## src/design/eds_pkg.sv

```systemverilog
// eds_pkg: constants, types and codes for the edit distance similarity block
// no dependencies; used by edit_distance_similarity
`default_nettype none

package eds_pkg;

   localparam int MAX_LEN  = 64;
   localparam int LEN_W    = $clog2(MAX_LEN + 1);
   localparam int IDX_W    = (MAX_LEN > 1) ? $clog2(MAX_LEN) : 1;
   localparam int CHAR_W   = 8;
   localparam int ACTION_W = 2;
   localparam int SIM_W    = 17;
   localparam int DIST_W   = 7;
   localparam int FRAC_W   = 16;
   localparam int NUM_W    = LEN_W + FRAC_W;
   localparam int CNT_W    = $clog2(NUM_W + 1);

   localparam logic [CHAR_W-1:0] DASH_CHAR = 8'h2D;

   typedef logic [LEN_W-1:0]  len_type;
   typedef logic [IDX_W-1:0]  idx_type;
   typedef logic [CHAR_W-1:0] char_type;
   typedef logic [NUM_W-1:0]  num_type;
   typedef logic [CNT_W-1:0]  cnt_type;
   typedef logic [SIM_W-1:0]  sim_type;
   typedef logic [DIST_W-1:0] dist_type;
   typedef logic [LEN_W:0]    rem_ext_type;

   typedef enum logic [ACTION_W-1:0] {
      ACT_FIRST   = 2'd0,
      ACT_SECOND  = 2'd1,
      ACT_COMPARE = 2'd2,
      ACT_NONE    = 2'd3
   } action_type;

   typedef enum logic [2:0] {
      ST_IDLE,
      ST_INIT,
      ST_CELL_READ,
      ST_CELL_CALC,
      ST_SETUP,
      ST_DIVIDE,
      ST_DONE
   } state_type;

endpackage

`default_nettype wire

```

## src/design/edit_distance_similarity.sv

```systemverilog
// edit_distance_similarity: levenshtein distance and similarity of two loaded strings
// depends on eds_pkg; holds both strings and one dp row in local memories
//
// input words (req_) carry an action and a character: append to the first
// string, append to the second, or compare. appends are taken in the idle
// state; a character beyond MAX_LEN is dropped and flagged as overflow. a
// compare runs the dp cell by cell on one shared min/add unit and then a
// restoring divider for the Q1.16 similarity (empty strings skip the dp,
// forced zero similarity skips the divider). req_ready is low throughout.
// one result word (rsp_) per compare, held in an output register; appends are
// taken while it waits. if the receiver stalls, a finished compare waits in
// the done state until the output register frees. both strings and the
// overflow flag clear when the result is loaded. reset empties both strings,
// clears the flag and drops any pending result.
`default_nettype none

module edit_distance_similarity (
   input  wire logic                         clock,
   input  wire logic                         reset,
   input  wire logic                         req_valid,
   output      logic                         req_ready,
   input  wire logic [eds_pkg::ACTION_W-1:0] req_action,
   input  wire logic [eds_pkg::CHAR_W-1:0]   req_char_value,
   output      logic                         rsp_valid,
   input  wire logic                         rsp_ready,
   output      logic [eds_pkg::SIM_W-1:0]    rsp_similarity,
   output      logic [eds_pkg::DIST_W-1:0]   rsp_distance,
   output      logic                         rsp_overflow
);

   eds_pkg::char_type first_mem  [eds_pkg::MAX_LEN];
   eds_pkg::char_type second_mem [eds_pkg::MAX_LEN];
   eds_pkg::len_type  dp_mem     [eds_pkg::MAX_LEN];

   eds_pkg::state_type state_ff, state_in;

   eds_pkg::len_type  first_len_ff, first_len_in;
   eds_pkg::len_type  second_len_ff, second_len_in;
   logic              overflow_ff, overflow_in;
   logic              first_dash_ff, first_dash_in;
   logic              second_dash_ff, second_dash_in;
   eds_pkg::idx_type  row_ff, row_in;
   eds_pkg::idx_type  col_ff, col_in;
   eds_pkg::len_type  left_ff, left_in;
   eds_pkg::len_type  diag_ff, diag_in;
   eds_pkg::len_type  dist_ff, dist_in;
   eds_pkg::num_type  num_ff, num_in;
   eds_pkg::len_type  rem_ff, rem_in;
   eds_pkg::sim_type  quo_ff, quo_in;
   eds_pkg::cnt_type  cnt_ff, cnt_in;
   logic              rsp_valid_ff, rsp_valid_in;
   eds_pkg::sim_type  rsp_sim_ff, rsp_sim_in;
   eds_pkg::dist_type rsp_dist_ff, rsp_dist_in;
   logic              rsp_ovf_ff, rsp_ovf_in;

   eds_pkg::char_type first_rd_ff;
   eds_pkg::char_type second_rd_ff;
   eds_pkg::len_type  dp_rd_ff;

   logic              first_we, second_we, dp_we;
   eds_pkg::len_type  dp_wdata;

   logic              req_fire;
   logic              is_compare;
   logic              col_last, row_last;
   logic              any_empty, zero_sim, out_free;
   eds_pkg::len_type  max_len;
   eds_pkg::len_type  col_ext, row_ext;
   eds_pkg::len_type  min_ld, min_all, cell_value;
   eds_pkg::rem_ext_type rem_shift;
   logic              rem_ge;

   // memories: one write and one registered read each
   always_ff @(posedge clock) begin
      if (first_we) begin
         first_mem[first_len_ff[eds_pkg::IDX_W-1:0]] <= req_char_value;
      end
      first_rd_ff <= first_mem[row_ff];
   end

   always_ff @(posedge clock) begin
      if (second_we) begin
         second_mem[second_len_ff[eds_pkg::IDX_W-1:0]] <= req_char_value;
      end
      second_rd_ff <= second_mem[col_ff];
   end

   always_ff @(posedge clock) begin
      if (dp_we) begin
         dp_mem[col_ff] <= dp_wdata;
      end
      dp_rd_ff <= dp_mem[col_ff];
   end

   assign req_ready  = (state_ff == eds_pkg::ST_IDLE);
   assign req_fire   = req_valid && req_ready;
   assign is_compare = (req_action == eds_pkg::ACT_COMPARE);

   assign col_ext  = eds_pkg::len_type'(col_ff);
   assign row_ext  = eds_pkg::len_type'(row_ff);
   assign col_last = ((col_ext + eds_pkg::len_type'(1)) == second_len_ff);
   assign row_last = ((row_ext + eds_pkg::len_type'(1)) == first_len_ff);
   assign max_len  = (first_len_ff > second_len_ff) ? first_len_ff : second_len_ff;
   assign any_empty = (first_len_ff == '0) || (second_len_ff == '0);
   assign zero_sim = any_empty
                  || ((first_len_ff == eds_pkg::len_type'(1)) && first_dash_ff
                      && !((second_len_ff == eds_pkg::len_type'(1)) && second_dash_ff));
   assign out_free = !rsp_valid_ff || rsp_ready;

   // shared cell unit: min of left, above, diagonal plus one, or diagonal on match
   assign min_ld     = (left_ff < diag_ff) ? left_ff : diag_ff;
   assign min_all    = (dp_rd_ff < min_ld) ? dp_rd_ff : min_ld;
   assign cell_value = (first_rd_ff == second_rd_ff) ? diag_ff
                                                     : min_all + eds_pkg::len_type'(1);

   // restoring divider step
   assign rem_shift = {rem_ff, num_ff[eds_pkg::NUM_W-1]};
   assign rem_ge    = (rem_shift >= eds_pkg::rem_ext_type'(max_len));

   // next state
   always_comb begin
      state_in = state_ff;
      case (state_ff)
         eds_pkg::ST_IDLE: begin
            if (req_fire && is_compare) begin
               state_in = any_empty ? eds_pkg::ST_SETUP : eds_pkg::ST_INIT;
            end
         end
         eds_pkg::ST_INIT: begin
            if (col_last) begin
               state_in = eds_pkg::ST_CELL_READ;
            end
         end
         eds_pkg::ST_CELL_READ: begin
            state_in = eds_pkg::ST_CELL_CALC;
         end
         eds_pkg::ST_CELL_CALC: begin
            if (col_last && row_last) begin
               state_in = eds_pkg::ST_SETUP;
            end else begin
               state_in = eds_pkg::ST_CELL_READ;
            end
         end
         eds_pkg::ST_SETUP: begin
            state_in = zero_sim ? eds_pkg::ST_DONE : eds_pkg::ST_DIVIDE;
         end
         eds_pkg::ST_DIVIDE: begin
            if (cnt_ff == eds_pkg::cnt_type'(1)) begin
               state_in = eds_pkg::ST_DONE;
            end
         end
         eds_pkg::ST_DONE: begin
            if (out_free) begin
               state_in = eds_pkg::ST_IDLE;
            end
         end
         default: begin
            state_in = eds_pkg::ST_IDLE;
         end
      endcase
   end

   // datapath and memory controls
   always_comb begin
      first_len_in   = first_len_ff;
      second_len_in  = second_len_ff;
      overflow_in    = overflow_ff;
      first_dash_in  = first_dash_ff;
      second_dash_in = second_dash_ff;
      row_in         = row_ff;
      col_in         = col_ff;
      left_in        = left_ff;
      diag_in        = diag_ff;
      dist_in        = dist_ff;
      num_in         = num_ff;
      rem_in         = rem_ff;
      quo_in         = quo_ff;
      cnt_in         = cnt_ff;
      rsp_sim_in     = rsp_sim_ff;
      rsp_dist_in    = rsp_dist_ff;
      rsp_ovf_in     = rsp_ovf_ff;
      rsp_valid_in   = rsp_valid_ff && !rsp_ready;
      first_we       = 1'b0;
      second_we      = 1'b0;
      dp_we          = 1'b0;
      dp_wdata       = col_ext + eds_pkg::len_type'(1);
      case (state_ff)
         eds_pkg::ST_IDLE: begin
            if (req_fire) begin
               case (req_action)
                  eds_pkg::ACT_FIRST: begin
                     if (first_len_ff < eds_pkg::len_type'(eds_pkg::MAX_LEN)) begin
                        first_we     = 1'b1;
                        first_len_in = first_len_ff + eds_pkg::len_type'(1);
                        if (first_len_ff == '0) begin
                           first_dash_in = (req_char_value == eds_pkg::DASH_CHAR);
                        end
                     end else begin
                        overflow_in = 1'b1;
                     end
                  end
                  eds_pkg::ACT_SECOND: begin
                     if (second_len_ff < eds_pkg::len_type'(eds_pkg::MAX_LEN)) begin
                        second_we     = 1'b1;
                        second_len_in = second_len_ff + eds_pkg::len_type'(1);
                        if (second_len_ff == '0) begin
                           second_dash_in = (req_char_value == eds_pkg::DASH_CHAR);
                        end
                     end else begin
                        overflow_in = 1'b1;
                     end
                  end
                  eds_pkg::ACT_COMPARE: begin
                     col_in  = '0;
                     row_in  = '0;
                     dist_in = max_len;
                  end
                  default: begin
                  end
               endcase
            end
         end
         eds_pkg::ST_INIT: begin
            // first dp row holds its column number
            dp_we = 1'b1;
            if (col_last) begin
               col_in  = '0;
               row_in  = '0;
               left_in = eds_pkg::len_type'(1);
               diag_in = '0;
            end else begin
               col_in = col_ff + eds_pkg::idx_type'(1);
            end
         end
         eds_pkg::ST_CELL_CALC: begin
            dp_we    = 1'b1;
            dp_wdata = cell_value;
            if (col_last) begin
               dist_in = cell_value;
               col_in  = '0;
               if (!row_last) begin
                  row_in  = row_ff + eds_pkg::idx_type'(1);
                  left_in = row_ext + eds_pkg::len_type'(2);
                  diag_in = row_ext + eds_pkg::len_type'(1);
               end
            end else begin
               col_in  = col_ff + eds_pkg::idx_type'(1);
               left_in = cell_value;
               diag_in = dp_rd_ff;
            end
         end
         eds_pkg::ST_SETUP: begin
            num_in = eds_pkg::num_type'(max_len - dist_ff) << eds_pkg::FRAC_W;
            rem_in = '0;
            quo_in = '0;
            cnt_in = eds_pkg::cnt_type'(eds_pkg::NUM_W);
         end
         eds_pkg::ST_DIVIDE: begin
            num_in = num_ff << 1;
            rem_in = rem_ge ? eds_pkg::len_type'(rem_shift - eds_pkg::rem_ext_type'(max_len))
                            : eds_pkg::len_type'(rem_shift);
            quo_in = {quo_ff[eds_pkg::SIM_W-2:0], rem_ge};
            cnt_in = cnt_ff - eds_pkg::cnt_type'(1);
         end
         eds_pkg::ST_DONE: begin
            if (out_free) begin
               rsp_valid_in   = 1'b1;
               rsp_sim_in     = quo_ff;
               rsp_dist_in    = eds_pkg::dist_type'(dist_ff);
               rsp_ovf_in     = overflow_ff;
               first_len_in   = '0;
               second_len_in  = '0;
               overflow_in    = 1'b0;
               first_dash_in  = 1'b0;
               second_dash_in = 1'b0;
            end
         end
         default: begin
         end
      endcase
   end

   always_ff @(posedge clock) begin
      if (reset) begin
         state_ff       <= eds_pkg::ST_IDLE;
         first_len_ff   <= '0;
         second_len_ff  <= '0;
         overflow_ff    <= 1'b0;
         first_dash_ff  <= 1'b0;
         second_dash_ff <= 1'b0;
         rsp_valid_ff   <= 1'b0;
      end else begin
         state_ff       <= state_in;
         first_len_ff   <= first_len_in;
         second_len_ff  <= second_len_in;
         overflow_ff    <= overflow_in;
         first_dash_ff  <= first_dash_in;
         second_dash_ff <= second_dash_in;
         rsp_valid_ff   <= rsp_valid_in;
      end
   end

   always_ff @(posedge clock) begin
      row_ff      <= row_in;
      col_ff      <= col_in;
      left_ff     <= left_in;
      diag_ff     <= diag_in;
      dist_ff     <= dist_in;
      num_ff      <= num_in;
      rem_ff      <= rem_in;
      quo_ff      <= quo_in;
      cnt_ff      <= cnt_in;
      rsp_sim_ff  <= rsp_sim_in;
      rsp_dist_ff <= rsp_dist_in;
      rsp_ovf_ff  <= rsp_ovf_in;
   end

   assign rsp_valid      = rsp_valid_ff;
   assign rsp_similarity = rsp_sim_ff;
   assign rsp_distance   = rsp_dist_ff;
   assign rsp_overflow   = rsp_ovf_ff;

endmodule

`default_nettype wire
```

## config.mk

```make
export PLATFORM = sky130hd
export DESIGN_NAME = edit_distance_similarity
export DESIGN_NICKNAME = d
export VERILOG_FILES = /design/src/design/eds_pkg.sv /design/src/design/edit_distance_similarity.sv
export SDC_FILE = /design/constraint.sdc
export NUM_CORES = 2
export LEC_CHECK = 0
export ABC_CLOCK_PERIOD_IN_PS = 13950
export BUFFER_PORTS_ARGS = -buffer_cell sky130_fd_sc_hd__buf_2
export CAP_MARGIN = 30
export CORE_MARGIN = 2
export CORE_UTILIZATION = 35
export DETAILED_ROUTE_END_ITERATION = 10
export PLACE_DENSITY = 0.45
export SLEW_MARGIN = 0
export SYNTH_ARGS = -nofsm -noshare
export SYNTH_HDL_FRONTEND = slang
export SYNTH_SLANG_ARGS = --single-unit
```

## constraint.sdc

```tcl
create_clock -name clock -period 13.95 [get_ports clock]
set_input_delay 0 -clock clock [delete_from_list [all_inputs] [get_ports clock]]
set_output_delay 0 -clock clock [all_outputs]
set_load 0.05 [all_outputs]
```

Word-level counts from Yosys, hierarchy flattened. Memories as Yosys holds them, arrays and structs flattened. A register that Yosys moved wholly into a read port is not among the register bits. Cells that the tools add are included.

Register bits after elaboration: 131. Bits in latches: 0. Bits in writable memories: 1472. ROM bits: 0. Input port bits: 14. Output and inout bits: 27. Word-level logic and storage cells: 187. Memories kept: 3.

Add/subtract/negate cells: 11. Multipliers: 0. Div/mod/pow operators: 0. Magnitude comparators: 6. Equality and inequality tests: 33. Shifts and indexed selects: 0. Mux-type cells: 80. Bitwise operators: 0. Reduce and logical (&&, ||, !) cells: 35.

Memories: first_mem (depth 64, width 8, read ports 1, clocked after memory_dff 1, wr ports 1, RTL line edit_distance_similarity.sv:31) `eds_pkg::char_type first_mem [eds_pkg::MAX_LEN];`; second_mem (depth 64, width 8, read ports 1, clocked after memory_dff 1, wr ports 1, RTL line edit_distance_similarity.sv:32) `eds_pkg::char_type second_mem [eds_pkg::MAX_LEN];`; dp_mem (depth 64, width 7, read ports 1, clocked after memory_dff 1, wr ports 1, RTL line edit_distance_similarity.sv:33) `eds_pkg::len_type dp_mem [eds_pkg::MAX_LEN];`.

Operators with widths (number): $mux 7 (22); $pmux 7 s2 (6); $pmux 23 s2 (1); $mux 6 (6); $pmux 17 s2 (1); $mux 1 (29); $reduce_and 6->1 (4); $add 7x1->7 const B (3); $pmux 3 s7 (1); $mux 3 (6); $ne 2x1->1 const B (9); $pmux 6 s3 (1); $add 6x1->7 const B (2); $eq 7x1->1 const B (2); $eq 7x7->1 (2); $logic_not 7->1 (2); $lt 7x7->1 (2); $lt 7x7->1 const B (2); $sub 7x7->7 (2); $add 6x1->6 const B (2); $pmux 6 s2 (1); $ne 2x2->1 const B (5); $pmux 5 s2 (1); $reduce_and 5->1 (2); 27 further kinds (51).

Longest topological paths before layout.
Depth in word-level cells: 8. Mapped depth: 27. Mapped depth without buffers: 24.

Worst setup path after synthesis. OpenSTA, ideal clock, no wires.

Path kind: register to register. From: reg diag_ff[5]. To: mem dp_mem[0][4] in the netlist's numbering (data pin). Setup time: 0.721 ns. Data arrival time: 6.878 ns. Data required time: 13.229 ns. Path slack: 6.351 ns. Cell stages (with the launch flop): 27. Buffers on the path: 3. Period minus slack after synthesis: 7.599 ns. Cells stage by stage: edfxtp_1 -> inv_1 -> ha_1 -> a21oi_1 -> a21boi_0 -> a21o_1 -> nor2_1 -> buf_2 -> mux2i_1 -> ha_1 -> a21oi_1 -> nor2b_1 -> o21ai_0 -> nand2b_1 -> nor4b_1 -> a211o_1 -> buf_6 -> mux2i_1 -> inv_1 -> ha_1 -> clkbuf_1 -> nand3_1 -> xnor2_1 -> o21ai_0 -> mux2i_1 -> nor2_1 -> a211oi_1.

Longest elaborated chain between the ends: 7.

RTL lines: start: declaration (RTL line edit_distance_similarity.sv:45) `eds_pkg::len_type diag_ff, diag_in;`; start signal: assignment (RTL line edit_distance_similarity.sv:307) `diag_ff <= diag_in;`; $lt 7x7->1 (RTL line edit_distance_similarity.sv:111) `assign min_ld = (left_ff < diag_ff) ? left_ff : diag_ff;`; $mux 7 (*) (RTL line edit_distance_similarity.sv:111); $lt 7x7->1 (RTL line edit_distance_similarity.sv:112) `assign min_all = (dp_rd_ff < min_ld) ? dp_rd_ff : min_ld;`; $mux 7 (*) (RTL line edit_distance_similarity.sv:112); $add 7x1->7 (*) (RTL line edit_distance_similarity.sv:114) `: min_all + eds_pkg::len_type'(1);`; $mux 7 (*) (RTL line edit_distance_similarity.sv:113) `assign cell_value = (first_rd_ff == second_rd_ff) ? diag_ff`; $mux 7 (*) (RTL line edit_distance_similarity.sv:187) `case (state_ff)`; via dp_wdata[4] (RTL line edit_distance_similarity.sv:61) `eds_pkg::len_type dp_wdata;`; end: declaration (RTL line edit_distance_similarity.sv:33).

Mark *: on every way through the listed nets, which the timed path passes. The rest lies on a longest branch.

Worst setup path after layout.
From: reg diag_ff[5]. To: mem dp_mem[48][4] in the netlist's numbering (data pin).

The elaborated chain is that of the path after synthesis.

==> metrics.yaml <==
global_route:
  overflow: 0
  grtUsageTotal_pct: 19.44
  grt_max_degree: 96
  grt_antenna_before_repair: 6
  grt_pass1_wl_um: 254600
  grt_pass1_vias: 33765
critical_path:
  crit_path_max_incr_delay_ps: 540
  start_kind: "register"
  path_max_fanout: 64
  arrival_ps: 6630
  slowest_stage: "buf_4"
  crit_required_ps: 14450
  worstSetupPathType: "register to register"
  cp-end-kind: "register"
routing:
  drc: 0
  initialDrtViolationCount: 3113
  viasPerCell: 5.485
  ant_nets: 0
  dr.pass1.iters: 6
  routed_wl_um: 177700
  num_vias: 33681
  wire_per_inst_um: 28.94
pwr:
  peakVddDrop_uv: 117.3
  power_leakage_nw: 22.22
  finalPower_mw: 10.21
  pwr_density_cell_mw_per_mm2: 143.5
synthesis:
  synth_common_cells: "edfxtp_1, a22oi_1, nor2_1, clkbuf_1, mux4_2"
  yosysMostFrequentCell: "edfxtp_1"
  ys_ff_latch: 1610
  yosysWarnings: 0
  syn_avg_cell_area_um2: 17.53
  synth.top_cells.by_area: "edfxtp_1, mux4_2, a22oi_1, nor2_1, dfxtp_1"
  synthDistinctLibCells: 73
  yosys.area.top_type: "edfxtp_1"
  syn_area_mm2: 0.06214
  async_reset_ff_share_pct: 0
  synth_top_area_share_pct: 75.68
  synth_nets: 3604
  synth_edf_count: 1566
  seq_area_frac_synth_pct: 77.10
  synthCells: 3545
  synth_top_flop_cell: "edfxtp_1"
sta:
  setup_viol: 0
  final.setup_skew_ps: 30.98
  fin_tns_setup_ps: 0
  fin_crit_ps: 6135
  min_period_over_period_pct: 43.98
  rsz0062_at_grt: "no"
  final-hold-violation-count: 0
  worstMarginPinSlew_ps: 1037
  maxSlewHeadroom_pct: 30.68
  timing.fmax_ghz: 0.1630
  drv_slew: 0
placed_design:
  dp_hpwl_um: 104800
  post_dp_cell_area_mm2: 0.06535
  gp_congestion: 0.8295
  post-place-cells: 5802
  port-buffer-count: 40
hold_path:
  hold_path.class: "primary input to register"
clock_network:
  cts_tree: "yes"
  cts_buffers: 174
  cts-root-buf: "clkbuf_16"
  cts_sinks: 1610
  cts_max_level: 4
  clk_transition_reported_paths_ps: 60
  ctsLongestPathBuffers: 3
  clk_latency_ps: 810
die:
  dieArea_mm2: 0.1809
  num_rows: 154
  coreArea_mm2: 0.1763
  die_w_um: 425.4
  ios: 41
  start_util_pct: 35.24
  die_h_um: 425.4
final_layout:
  final_area_mm2: 0.07114
  drive_gt1_share_pct: 13.89
  area_delta_synth_final_pct: 14.49
  nNetsFinal: 3721
  n_antenna_cell: 0
  utilization_pct: 40.35
  fin_cells: 6141
run:
  drv_cap: 0
outcome:
  status: "complete, no violations"
## placed cells by master (no fill, tap or decap), drive strengths merged, types with 68 or more instances in the layout
cell type / Yosys / routed
nand3: 80 / 80
nor2: 287 / 287
a22oi: 305 / 305
clkinv: 1 / 68
nand2: 76 / 76
buf: 68 / 135
mux4: 130 / 130
a221oi: 90 / 90
a31oi: 75 / 75
mux2i: 73 / 73
a21oi: 80 / 80
a22o: 74 / 74
clkbuf: 147 / 225
edfxtp: 1566 / 1566
## cell families after synthesis
| kind of cell | count (synthesis) | synth area share [%] |
|---|---|---|
| buffers and inverters | 258 | 1.649 |
| and+or+nand+nor | 601 | 4.484 |
| DFF | 1610 | 77.10 |
| muxes | 206 | 5.942 |
| adders and majority gates | 45 | 0.9303 |
| AOI/OAI and AO/OA | 763 | 8.979 |
| xor gates and xnor gates | 62 | 0.9182 |
## per-stage QoR
step           hold slack (ps)  setup WS [ps]
2_1_floorplan            98.87           6351
3_3_place_gp             386.5           7352
3_5_place_dp             401.4           7971
4_1_cts                  92.37           7912
5_1_grt                  123.1           7384
6_report                 137.8           7815
## cell type report
| class | instances | area [um2] |
|---|---|---|
| multi-input cells | 1677 | 13340 |
| inverters | 43 | 161.4 |
| repair buffers | 156 | 1271 |
| clock buffers | 225 | 4651 |
| well taps | 2340 | 2928 |
| fillers | 15948 | 105200 |
| clock inverters | 90 | 883.3 |
| flip-flops and latches | 1610 | 47910 |
## state kept, by name, indices dropped and copies added, names as in the netlist, 3 cells and up
register and count:
cnt_ff 5, col_ff 6, diag_ff 7, dist_ff 7, dp_mem 448, dp_rd_ff 7, first_len_ff 7, first_mem 512
first_rd_ff 8, left_ff 7, num_ff 7, quo_ff 17, rem_ff 7, row_ff 6, rsp_distance 7, rsp_similarity 17
second_len_ff 7, second_mem 512, second_rd_ff 8, state_ff 3
## path summary, 6_finish.rpt
kind | slack (ps) | from | endpoint | depth (start not counted)
setup reg to reg | 7820 | diag_ff[5] | dp_mem[48][4] | 26
setup / recovery | 7820 | diag_ff[5] | dp_mem[48][4] | 26
hold reg to reg | 420 | quo_ff[16] | rsp_similarity[16] | 0
hold / removal | 140 | reset | second_len_ff[1] | 3
## power by group
| part | internal (mW) | switching (mW) |
|---|---|---|
| clock | 2.61 | 1.91 |
| sequential | 5.32 | 0.0193 |
| combinational | 0.103 | 0.248 |
| total | 8.03 | 2.18 |
## critical path: cells and delay by family (launching register included)
family          cells  cell delay (ps)
compound gates      9             1820
buf+inv             4             1020
fa+ha+maj           3              920
simple gates        6              780
mux                 3              590
flops               1              440
xor+xnor            1              160
## layer usage
layer | up-vias | routed length, um | global-route usage (%)
met5 | - | 13 | 0
met4 | 2 | 4531 | 5.426
met3 | 242 | 7805 | 2.890
met2 | 898 | 85120 | 31.38
met1 | 17786 | 80250 | 27.35
li1 | 14753 | - | -
## what timing repair did
action	4_1_cts	5_1_grt
hold endpoints to repair	443	0
buffers inserted	0	0
resized for setup	0	0
hold buffers	21	0
Power figures use the tool's default switching activity.
